**src/design/knn_sel_pkg.sv**
```systemverilog
// ----------------------------------------------------------------------------
// knn_sel_pkg: shared types and constants of the k-nearest-neighbor selector
// Field widths, register indexes, opcodes and the stored point layout.
// ----------------------------------------------------------------------------
package knn_sel_pkg;

  // Default sizes handed to the top-level parameters.
  localparam int MAX_POINTS_DEF    = 4096;
  localparam int MAX_NEIGHBORS_DEF = 16;

  // Field widths fixed by the interface.
  localparam int COORD_W  = 24;
  localparam int INDEX_W  = 12;
  localparam int DIST_W   = 50;
  localparam int RANK_W   = 4;
  localparam int NCOUNT_W = 5;
  localparam int PCOUNT_W = 13;
  localparam int COUNT_W  = 13;

  // Magnitude of a coordinate difference always fits in the coordinate width.
  localparam int MAG_W  = COORD_W;
  localparam int PROD_W = 2 * MAG_W;

  // Configuration port.
  localparam int APB_ADDR_W = 3;
  localparam int APB_DATA_W = 32;

  localparam logic REG_NEIGHBOR_COUNT = 1'b0;
  localparam logic REG_POINT_COUNT    = 1'b1;

  localparam logic [NCOUNT_W-1:0] NCOUNT_RESET = NCOUNT_W'(4);
  localparam logic [PCOUNT_W-1:0] PCOUNT_RESET = '0;

  localparam logic [COUNT_W-1:0] COUNT_MAX = '1;

  // Input opcodes.
  localparam logic ACT_LOAD  = 1'b0;
  localparam logic ACT_QUERY = 1'b1;

  typedef struct packed {
    logic signed [COORD_W-1:0] x;
    logic signed [COORD_W-1:0] y;
    logic signed [COORD_W-1:0] z;
  } point_t;

  typedef struct packed {
    logic clear;
    logic insert;
  } list_ctl_t;

endpackage

```
**src/design/knn_sel_list.sv**
```systemverilog
// ----------------------------------------------------------------------------
// knn_sel_list: sorted best-k list
// A row of cells that each compare the candidate against their own entry and
// take either the candidate or their upper neighbor's entry.
// ----------------------------------------------------------------------------
module knn_sel_list #(
  parameter int DEPTH = knn_sel_pkg::MAX_NEIGHBORS_DEF,
  parameter int KCW   = 5,
  parameter int RIW   = 4
) (
  input  logic                                 clk,
  input  logic                                 rst,
  input  knn_sel_pkg::list_ctl_t               ctl,
  input  logic [KCW-1:0]                       k_eff,
  input  logic [knn_sel_pkg::DIST_W-1:0]       cand_dist,
  input  logic [knn_sel_pkg::INDEX_W-1:0]      cand_index,
  input  logic [RIW-1:0]                       rd_rank,
  output logic [knn_sel_pkg::DIST_W-1:0]       rd_dist,
  output logic [knn_sel_pkg::INDEX_W-1:0]      rd_index,
  output logic [knn_sel_pkg::COUNT_W-1:0]      count
);

  logic [knn_sel_pkg::DIST_W-1:0]  dist_q  [DEPTH];
  logic [knn_sel_pkg::INDEX_W-1:0] index_q [DEPTH];
  logic [DEPTH-1:0]                less;

  // The list is sorted, so the set of cells the candidate beats is a tail.
  always_comb begin
    for (int i = 0; i < DEPTH; i++) begin
      less[i] = (KCW'(i) < k_eff) && (cand_dist < dist_q[i]);
    end
  end

  for (genvar g = 0; g < DEPTH; g++) begin : g_cell
    if (g == 0) begin : g_head
      always_ff @(posedge clk) begin
        if (rst || ctl.clear) begin
          dist_q[g]  <= '1;
          index_q[g] <= '0;
        end else if (ctl.insert && less[g]) begin
          dist_q[g]  <= cand_dist;
          index_q[g] <= cand_index;
        end
      end
    end else begin : g_body
      always_ff @(posedge clk) begin
        if (rst || ctl.clear) begin
          dist_q[g]  <= '1;
          index_q[g] <= '0;
        end else if (ctl.insert && less[g]) begin
          if (less[g-1]) begin
            dist_q[g]  <= dist_q[g-1];
            index_q[g] <= index_q[g-1];
          end else begin
            dist_q[g]  <= cand_dist;
            index_q[g] <= cand_index;
          end
        end
      end
    end
  end

  always_ff @(posedge clk) begin
    if (rst || ctl.clear) begin
      count <= '0;
    end else if (ctl.insert && (|less) && (count != knn_sel_pkg::COUNT_MAX)) begin
      count <= count + knn_sel_pkg::COUNT_W'(1);
    end
  end

  assign rd_dist  = dist_q[rd_rank];
  assign rd_index = index_q[rd_rank];

endmodule

```
**config.mk**
```make
export PLATFORM = sky130hd
export DESIGN_NAME = knn_sel_list
export DESIGN_NICKNAME = d
export VERILOG_FILES = /design/src/design/knn_sel_pkg.sv /design/src/design/knn_sel_list.sv
export SDC_FILE = /design/constraint.sdc
export NUM_CORES = 2
export LEC_CHECK = 0
export BUFFER_PORTS_ARGS = -buffer_cell sky130_fd_sc_hd__buf_2
export CAP_MARGIN = 20
export CORE_MARGIN = 2
export CORE_UTILIZATION = 38
export DETAILED_ROUTE_END_ITERATION = 10
export PLACE_DENSITY_LB_ADDON = 0.15
export SLEW_MARGIN = 20
export SYNTH_ARGS = -nofsm -noshare
export SYNTH_HDL_FRONTEND = slang
export SYNTH_SLANG_ARGS = --single-unit
```
**constraint.sdc**
```tcl
create_clock -name clk -period 20.4 [get_ports clk]
set_clock_uncertainty 0.05 [all_clocks]
set_input_delay 4.08 -clock clk [delete_from_list [all_inputs] [get_ports clk]]
set_output_delay 4.08 -clock clk [all_outputs]
set_load 0.02 [all_outputs]
```
==> results.cfg <==
[status]
outcome = finished clean

[setup_path]
crit_chain = buf_8 > buf_4 > buf_4 > mux4_2 > mux4_2 > buf_2
startpoint = rd_rank[1]
critical_path_depth = 6
critPathArrivalTime_ns = 7.73
path_class = input pin to primary output
path_delay_family = buffers and inverters
critPathMaxStageDelay_ns = 0.85
reg2reg_depth = 15
r2r_setup_slack_ns = 14.31
worstReg2RegEnd = count[10]
crit_buf_inv = 4
crit_path_start_kind = input pin
worst_setup_path_end_kind = primary output
timing.rr.start = dist_q[7][9]
worst-path-max-fanout = 81
crit_required_ns = 16.27
cp_slowest_cell = buf_4
endpoint = rd_dist[8]

[clock_tree]
cts.clk_slew.worst_paths_ns = 0.06
cts-htree-levels = 3
cts_setup_buffers = 0
clock_latency_ns = 0.81
clock-root-buffer = clkbuf_16
holdBufCountCts = 0
cts_tree = yes
cts-buffers-inserted = 117
clk_path_buf_depth = 3
clock_sinks = 1005
postCtsResizedCells = 0

[drt]
wl_per_cell_um = 29.7
vias = 54400
wl_mm = 266
remaining_drc_errors = 0
vias_per_cell = 6.06
first_iter_violations = 6490
first_pass_iters = 6
antenna_left = 0

[hold_path]
worstHoldPathType = register to register
whs_path_depth = 2

[logic_synthesis]
yosysWarnings = 0
syn-cell-area_mm2 = 0.0697
synth_ff_type = edfxtp_1
syn_area_per_cell_um2 = 10.8
yosysSeqAreaShare = 0.431
yosys.area.top_type_share = 0.427
synthTopCellsByCount = 992 x edfxtp_1, 842 x inv_1, 785 x ha_1, 718 x nand2_1, 515 x a21oi_1
syn-num-nets = 7332
ys_seq_elements = 1005
synthTopCellsByArea = edfxtp_1 43%, ha_1 14%, mux4_2 10%, inv_1 4.5%, mux2i_1 4.1%
yosys.area.top_type = edfxtp_1
yosysUniqueCellTypes = 71
synth_edf_count = 992
synthCells = 6472
async_flop_share = 0
yosysMostFrequentCell = edfxtp_1

[timing]
tns_ns = 0
setup_ws_ns = 8.54
period_needed_ns = 11.86
grt_setup_unrepaired = no
report.final.setup_viol = 0
whs_ns = 0.459
worstMarginPinSlew_ns = 1.19
hold_viol_final = 0
fmax_mhz = 84.3
timing.slew.headroom = 0.203
slew_violations = 0
post-route-period-util = 0.581

[job]
drv_cap = 0

[die]
design.core.area_mm2 = 0.183
initial_core_util = 0.382
top_level_ports = 150
die-area_mm2 = 0.187
die_x_um = 432
rows = 157
die_h_um = 432

[global_routing]
grt_overflow_total = 0
grt_use_total = 0.282
grt_pass1_vias = 52700
antenna_found_initial = 9
grt_max_degree = 99
grt_first_pass_wirelength_mm = 382

[power_and_ir_drop]
peakVddDrop_mv = 0.0759
power_density_mw_per_mm2 = 67.1
internal-power_w = 0.00377
power.total_w = 0.00520
combPwrFrac = 0.115
p_sw_frac = 0.274
power.share.sequential = 0.450
clockPowerShare = 0.435
p_switching_w = 0.00143
leakage_nw = 34.5

[layout]
register_area_mm2 = 0.0300
nNetsFinal = 7343
area_growth_pct = 11.1
multi_input_area_mm2 = 0.0355
fillers = 17300
drive_above_1_share = 0.127

[placement]
dp_slack_ns = 8.44
portBuffers = 149
gp_congestion = 0.915
dp_hpwl_mm = 182
## kinds of logic (layout without fill, tap and decap cells)
kind of cell | Yosys count | count (layout) | share of synthesized area
AOI/OAI and AO/OA | 1328 | 1328 | 0.123
xor gates and xnor gates | 1 | 1 | 0.000126
adders and majority gates | 785 | 785 | 0.141
buffers and inverters | 1227 | 1342 | 0.0666
DFF | 1005 | 1005 | 0.431
muxes | 598 | 598 | 0.142
other | 0 | 6 | 0
and+or+nand+nor | 1528 | 1528 | 0.0971
## placed cells by master (no fill, tap or decap), drive strengths merged, types with 262 or more instances in the layout
cell,synthesis,routed
inv,842,843
mux4,310,310
o211ai,262,262
ha,785,785
buf,69,277
nor2,380,380
nand2,718,718
mux2i,287,287
a21oi,515,515
edfxtp,992,992
## power groups by stage
stage	Sequential, W	Combinational [W]	Clock [W]
2_1_floorplan	0.00238	0.000346	0
3_3_place_gp	0.00238	0.000578	0
3_5_place_dp	0.00238	0.000592	0
4_1_cts	0.00234	0.000593	0.00228
5_1_grt	0.00234	0.000640	0.00235
6_report	0.00234	0.000599	0.00226
## sequential cells by signal, summed over array words and instances (netlist names)
signal,count
index_q,192
dist_q,800
count,13
## layer usage
metal | routed length, µm | track usage | part of all wire | vias to the layer above
met5 | 26 | 0 | 0.000098 | -
met4 | 10500 | 0.109 | 0.039 | 4
met3 | 20900 | 0.0394 | 0.079 | 412
met2 | 122000 | 0.446 | 0.46 | 2571
met1 | 113000 | 0.390 | 0.42 | 27400
li1 | - | - | - | 24000
## per-stage QoR
stage | instance area (µm²) | utilization | instances
2_1_floorplan | 69700 | - | 6472
3_3_place_gp | 73400 | 0.402 | 8747
3_5_place_dp | 73400 | 0.402 | 8748
4_1_cts | 77400 | 0.424 | 8971
5_1_grt | 77400 | 0.424 | 8975
6_report | 77500 | 0.424 | 8978
## tightest hold or removal path, stage by stage (launching register included)
cell and delay [ns]:
dfxtp_1 0.33, nand2_1 0.06, o21ai_0 0.07
## layout make-up
type,instances,share of cell area
Multi-Input combinational cell,4240,0.458
Sequential cell,1005,0.388
Inverter,842,0.0408
Clock buffer,143,0.0400
Tap cell,2385,0.0385
Timing Repair Buffer,277,0.0231
Clock inverter,80,0.0116
Antenna cell,6,0.000194
## worst min-delay path by stage
stage                                 to  slack [ns]           start
after detailed placement        count[5]        0.45        count[5]
after global routing            count[9]        0.50        count[9]
final                           count[1]        0.46        count[1]
after CTS                       count[5]        0.46        count[5]
after global placement          count[1]        0.43        count[1]
after floorplan           index_q[14][0]        0.47  index_q[13][0]
(Power assumes the default switching activity.)
