[src/design/knn_sel_pkg.sv]
// ----------------------------------------------------------------------------
// knn_sel_pkg: shared types and constants of the k-nearest-neighbor selector
// Field widths, register indexes, opcodes and the stored point layout.
// ----------------------------------------------------------------------------
package knn_sel_pkg;

  // Default sizes handed to the top-level parameters.
  localparam int MAX_POINTS_DEF    = 4096;
  localparam int MAX_NEIGHBORS_DEF = 16;

  // Field widths fixed by the interface.
  localparam int COORD_W  = 24;
  localparam int INDEX_W  = 12;
  localparam int DIST_W   = 50;
  localparam int RANK_W   = 4;
  localparam int NCOUNT_W = 5;
  localparam int PCOUNT_W = 13;
  localparam int COUNT_W  = 13;

  // Magnitude of a coordinate difference always fits in the coordinate width.
  localparam int MAG_W  = COORD_W;
  localparam int PROD_W = 2 * MAG_W;

  // Configuration port.
  localparam int APB_ADDR_W = 3;
  localparam int APB_DATA_W = 32;

  localparam logic REG_NEIGHBOR_COUNT = 1'b0;
  localparam logic REG_POINT_COUNT    = 1'b1;

  localparam logic [NCOUNT_W-1:0] NCOUNT_RESET = NCOUNT_W'(4);
  localparam logic [PCOUNT_W-1:0] PCOUNT_RESET = '0;

  localparam logic [COUNT_W-1:0] COUNT_MAX = '1;

  // Input opcodes.
  localparam logic ACT_LOAD  = 1'b0;
  localparam logic ACT_QUERY = 1'b1;

  typedef struct packed {
    logic signed [COORD_W-1:0] x;
    logic signed [COORD_W-1:0] y;
    logic signed [COORD_W-1:0] z;
  } point_t;

  typedef struct packed {
    logic clear;
    logic insert;
  } list_ctl_t;

endpackage

[src/design/knn_sel_dist.sv]
// ----------------------------------------------------------------------------
// knn_sel_dist: squared-distance unit
// One multiplier squares the three coordinate differences in turn and an
// adder accumulates them.
// ----------------------------------------------------------------------------
module knn_sel_dist (
  input  logic                                 clk,
  input  logic                                 rst,
  input  logic                                 start,
  input  knn_sel_pkg::point_t                  point_a,
  input  knn_sel_pkg::point_t                  point_b,
  output logic                                 done,
  output logic [knn_sel_pkg::DIST_W-1:0]       sq_dist
);

  function automatic logic [knn_sel_pkg::MAG_W-1:0] abs_diff(
    input logic signed [knn_sel_pkg::COORD_W-1:0] a,
    input logic signed [knn_sel_pkg::COORD_W-1:0] b
  );
    logic signed [knn_sel_pkg::COORD_W:0] d;
    d = $signed({a[knn_sel_pkg::COORD_W-1], a}) - $signed({b[knn_sel_pkg::COORD_W-1], b});
    return d[knn_sel_pkg::COORD_W] ? knn_sel_pkg::MAG_W'(-d) : knn_sel_pkg::MAG_W'(d);
  endfunction

  logic [knn_sel_pkg::MAG_W-1:0]  mag_x;
  logic [knn_sel_pkg::MAG_W-1:0]  mag_y;
  logic [knn_sel_pkg::MAG_W-1:0]  mag_z;
  logic [knn_sel_pkg::MAG_W-1:0]  mag_sel;
  logic [knn_sel_pkg::PROD_W-1:0] prod;
  logic [knn_sel_pkg::DIST_W-1:0] acc;
  logic [1:0]                     step;
  logic                           busy;

  // Step 0..2 squares x, y, z; steps 1..3 add the previous product.
  always_comb begin
    unique case (step)
      2'd0:    mag_sel = mag_x;
      2'd1:    mag_sel = mag_y;
      2'd2:    mag_sel = mag_z;
      default: mag_sel = '0;
    endcase
  end

  always_ff @(posedge clk) begin
    if (rst) begin
      busy <= 1'b0;
      done <= 1'b0;
      step <= '0;
    end else begin
      done <= 1'b0;
      if (start) begin
        busy <= 1'b1;
        step <= '0;
      end else if (busy) begin
        step <= step + 2'd1;
        if (step == 2'd3) begin
          busy <= 1'b0;
          done <= 1'b1;
        end
      end
    end
  end

  always_ff @(posedge clk) begin
    if (start) begin
      mag_x <= abs_diff(point_a.x, point_b.x);
      mag_y <= abs_diff(point_a.y, point_b.y);
      mag_z <= abs_diff(point_a.z, point_b.z);
      acc   <= '0;
    end else if (busy) begin
      if (step != 2'd3) begin
        prod <= mag_sel * mag_sel;
      end
      if (step != 2'd0) begin
        acc <= acc + knn_sel_pkg::DIST_W'(prod);
      end
    end
  end

  assign sq_dist = acc;

endmodule

[config.mk]
export PLATFORM = sky130hd
export DESIGN_NAME = knn_sel_dist
export DESIGN_NICKNAME = d
export VERILOG_FILES = /design/src/design/knn_sel_pkg.sv /design/src/design/knn_sel_dist.sv
export SDC_FILE = /design/constraint.sdc
export NUM_CORES = 2
export LEC_CHECK = 0
export BUFFER_PORTS_ARGS = -buffer_cell sky130_fd_sc_hd__buf_2
export CELL_PAD_IN_SITES_DETAIL_PLACEMENT = 0
export CELL_PAD_IN_SITES_GLOBAL_PLACEMENT = 2
export CORE_MARGIN = 5
export CORE_UTILIZATION = 43
export DETAILED_ROUTE_END_ITERATION = 8
export GPL_TIMING_DRIVEN = 0
export PLACE_DENSITY_LB_ADDON = 0.15
export SETUP_SLACK_MARGIN = 0.1
export SYNTH_ARGS = -nofsm -noshare
export SYNTH_HDL_FRONTEND = slang
export SYNTH_SLANG_ARGS = --single-unit
[constraint.sdc]
create_clock -name clk -period 21.1 [get_ports clk]
set_clock_uncertainty 0.2 [all_clocks]
set_input_delay 3.165 -clock clk [delete_from_list [all_inputs] [get_ports clk]]
set_output_delay 3.165 -clock clk [all_outputs]
set_load 0.1 [all_outputs]
==> metrics list <==
- Once detail routing completed, the nets flagged for antenna violations numbered 0.
- The critical path is of the register to register type.
* Hold Buf Count CTS: 0
- Counting tap cells, the placed design contains a total of 4589 instances.
- Worst R2R End: prod[47]
- Minimum period implied by the final worst setup slack: 11.15 ns
* Worst hold margin: 0.271 ns
- The core region is 69700 µm².
* EDFF count, synth: around 120
* Reg clk slew, reported paths: 0.07 ns
- Clk sinks: between 150 and 200
- No sink is reached through more buffers than the 2 on the longest clock path.
* Share of cells above drive strength 1: 0.0804
- Yosys top cell area share: 0.283
* Average size of a mapped cell: 8.72 µm²
* Final number of hold-violating endpoints: 0
- The number of antenna violations at the first check in global routing came to 0.
- Maximum clock frequency: 89.7 MHz
* Main synth FF type: edfxtp_1
- CTS built an H-tree with a depth of 4.
* Remaining global-route overflow: 0
- The die is 274 µm wide.
- Crit path from: step[0]
* Die height: 274 µm
- Setup TNS after final layout: 0 ns
- Design area: 32900 µm²
- For the worst setup path, the data required time is roughly 21 ns.
- Worst slew margin relative to its limit: 0.0936
* Setup crit end kind: register
- Most area-hungry cell type in the Yosys netlist: fa_1
- RSZ-0062 raised after global routing: false
- The clock reaches the later pin of the worst-skew pair after around 0.48 ns.
* Die Outline Area: 75300 µm²
- Excluding fillers, the count of instances in the completed layout stands at 4621.
- The share of the Yosys chip area taken by registers is 0.155.
* Async set-or-reset flop fraction in the synthesized netlist: 0
- Maximum capacitance violations: 0
* Total GRT Usage: 0.241
- Synthesis inferred 173 register bits.
- In this run the count of I/O pins placed on the die edge is 198.
- After technology mapping, the gate count stands at 3449.
- The detailed router placed between 20000 and 25000 vias in this run.
- Number of warnings printed during yosys synthesis: 0
- Initial Utilization: 0.432
- In the synthesized netlist, the cells that appear most often are 744 x inv_1, 425 x fa_1, 380 x nand2_1.
- TritonCTS built the clock tree.
- Ranked by total cell area, the synthesized netlist is headed by fa_1 28%, ha_1 12%, edfxtp_1 12%.
* Library cell used as clock root buffer: clkbuf_16
- Routed wire length per instance: between 15 and 20 µm
* Max FO, Critical Path: 10
- In the routed design, unresolved DRC markers number 0.
- Once the clock tree was built, the resizer swapped 0 gates to a different size.
- Wire length of the first global-routing pass: 140 mm
- The worst hold path belongs to the class register to register.
- In this design, the stage delay of the slowest critical-path cell is 0.75 ns.
- Entering global routing, the biggest net connects 76 pins.
- The final number of max-transition violations came to 0.
- Actual transition at the worst max-transition pin: 1.36 ns
- GPL Wtd Cong: 0.939
* Most common cell in the netlist: inv_1
* Post-DP Area: approximately 32000 µm²
- The pre-antenna-repair detailed-routing pass consisted of 5 iterations.
- Via-to-Cell Ratio: 5.23
- Status: finished clean
- Setup repair bufs after CTS: 0
- From synthesis to final layout, the design area changed by 9.28%.
- In this run the core area contains 97 standard-cell rows.
- STA puts the critical path data arrival time at 11.18 ns.
* Total clock buffers created by CTS: 17
- For this design, the slowest cell found on the critical path is clkbuf_1.
- After detailed routing, the total wire length is 90.1 mm.
- Buffers placed on the I/O ports in this run total 197.
- Post-synthesis cell type count: a little over 100
- Startpoint of the lowest-slack hold path: sq_dist[14]
* Slack of the worst reg-to-reg path: roughly 9.9 ns
- Final net count: 4535
- The critical path ends at prod[47].
- # diodes: 0
* Drt initial violations: around 1300
- Sort of element at the start of the critical path: register
- The number of nets in the synthesized netlist is ~4300.
- Via count of the first global-routing pass: about 25000
- In this run the cell area of the synthesized design comes to 30100 µm².
- Count of final setup violators: 0
- Detailed placement finished with a half-perimeter wire length of 77.4 mm.
- The cell that appears most often on the critical path is fa_1.
- Startpoint of the worst-slack reg-to-reg timing path: step[0]
* Final critical-path share of the clock period: 0.529
* Reg2Reg Depth: 33
==> cell usage in the layout, fill, tap and decap left out, types with 79 or more instances in the layout <==
| master | count |
|---|---|
| a21oi_1 | 206 |
| buf_2 | 204 |
| edfxtp_1 | 119 |
| fa_1 | 425 |
| ha_1 | 295 |
| inv_1 | 744 |
| nand2_1 | 380 |
| nor2_1 | 259 |
| o21ai_0 | 79 |
| xnor2_1 | 136 |
==> stage by stage <==
stage / util / setup WS [ns]
2_1_floorplan: - / 12.50
3_3_place_gp: 0.463 / 10.21
3_5_place_dp: 0.463 / 10.08
4_1_cts: 0.472 / 10.08
5_1_grt: 0.472 / 9.58
6_report: 0.472 / 9.95
==> state kept, by name, indices dropped and copies added, names as in the netlist <==
name	count
busy	1
prod	47
mag_x	24
mag_y	24
mag_z	24
step	2
sq_dist	50
done	1
==> layout make-up <==
type | instances | area [µm²]
buffer | 91 | 359
sequential | 173 | 4650
timing repair buffer | 200 | 1020
multi-input combinational | 2438 | 22300
inverter | 747 | 2800
clock buffer | 23 | 489
clock inverter | 9 | 97.6
fill | 6967 | 36800
tap | 940 | 1180
==> kinds of logic after synthesis <==
kind of cell / synth area share
xor+xnor: 0.0623
mux: 0.00383
fa+ha+maj: 0.406
flops: 0.155
simple gates: 0.135
compound gates: 0.134
buf+inv: 0.105
==> per-layer routing <==
metal,part of all wire,track usage
met1,0.40,0.300
met2,0.52,0.434
met3,0.046,0.0273
met4,0.037,0.0848
met5,0,0
==> worst min path at each step <==
stage                             end  slack (ns)  cells after the start
after floorplan               step[1]        0.32                      2
after global placement    sq_dist[14]        0.26                      2
after detailed placement  sq_dist[14]        0.27                      2
after CTS                 sq_dist[14]        0.28                      2
after global routing      sq_dist[14]        0.30                      2
final                     sq_dist[14]        0.27                      2
==> critical path: cells and delay by family (launching register included) <==
family | cells | cell delay [ns]
adder cells (fa/ha/maj) | 9 | 4.28
AO/OA/AOI/OAI | 10 | 2.44
buffers and inverters | 10 | 2.22
AND/OR/NAND/NOR | 3 | 1.28
flip-flops | 1 | 0.41
XOR/XNOR | 1 | 0.09
Power is left out: the tool's default activity adds up to more than one toggle a clock period on the data nets, which glitch-free logic cannot reach.
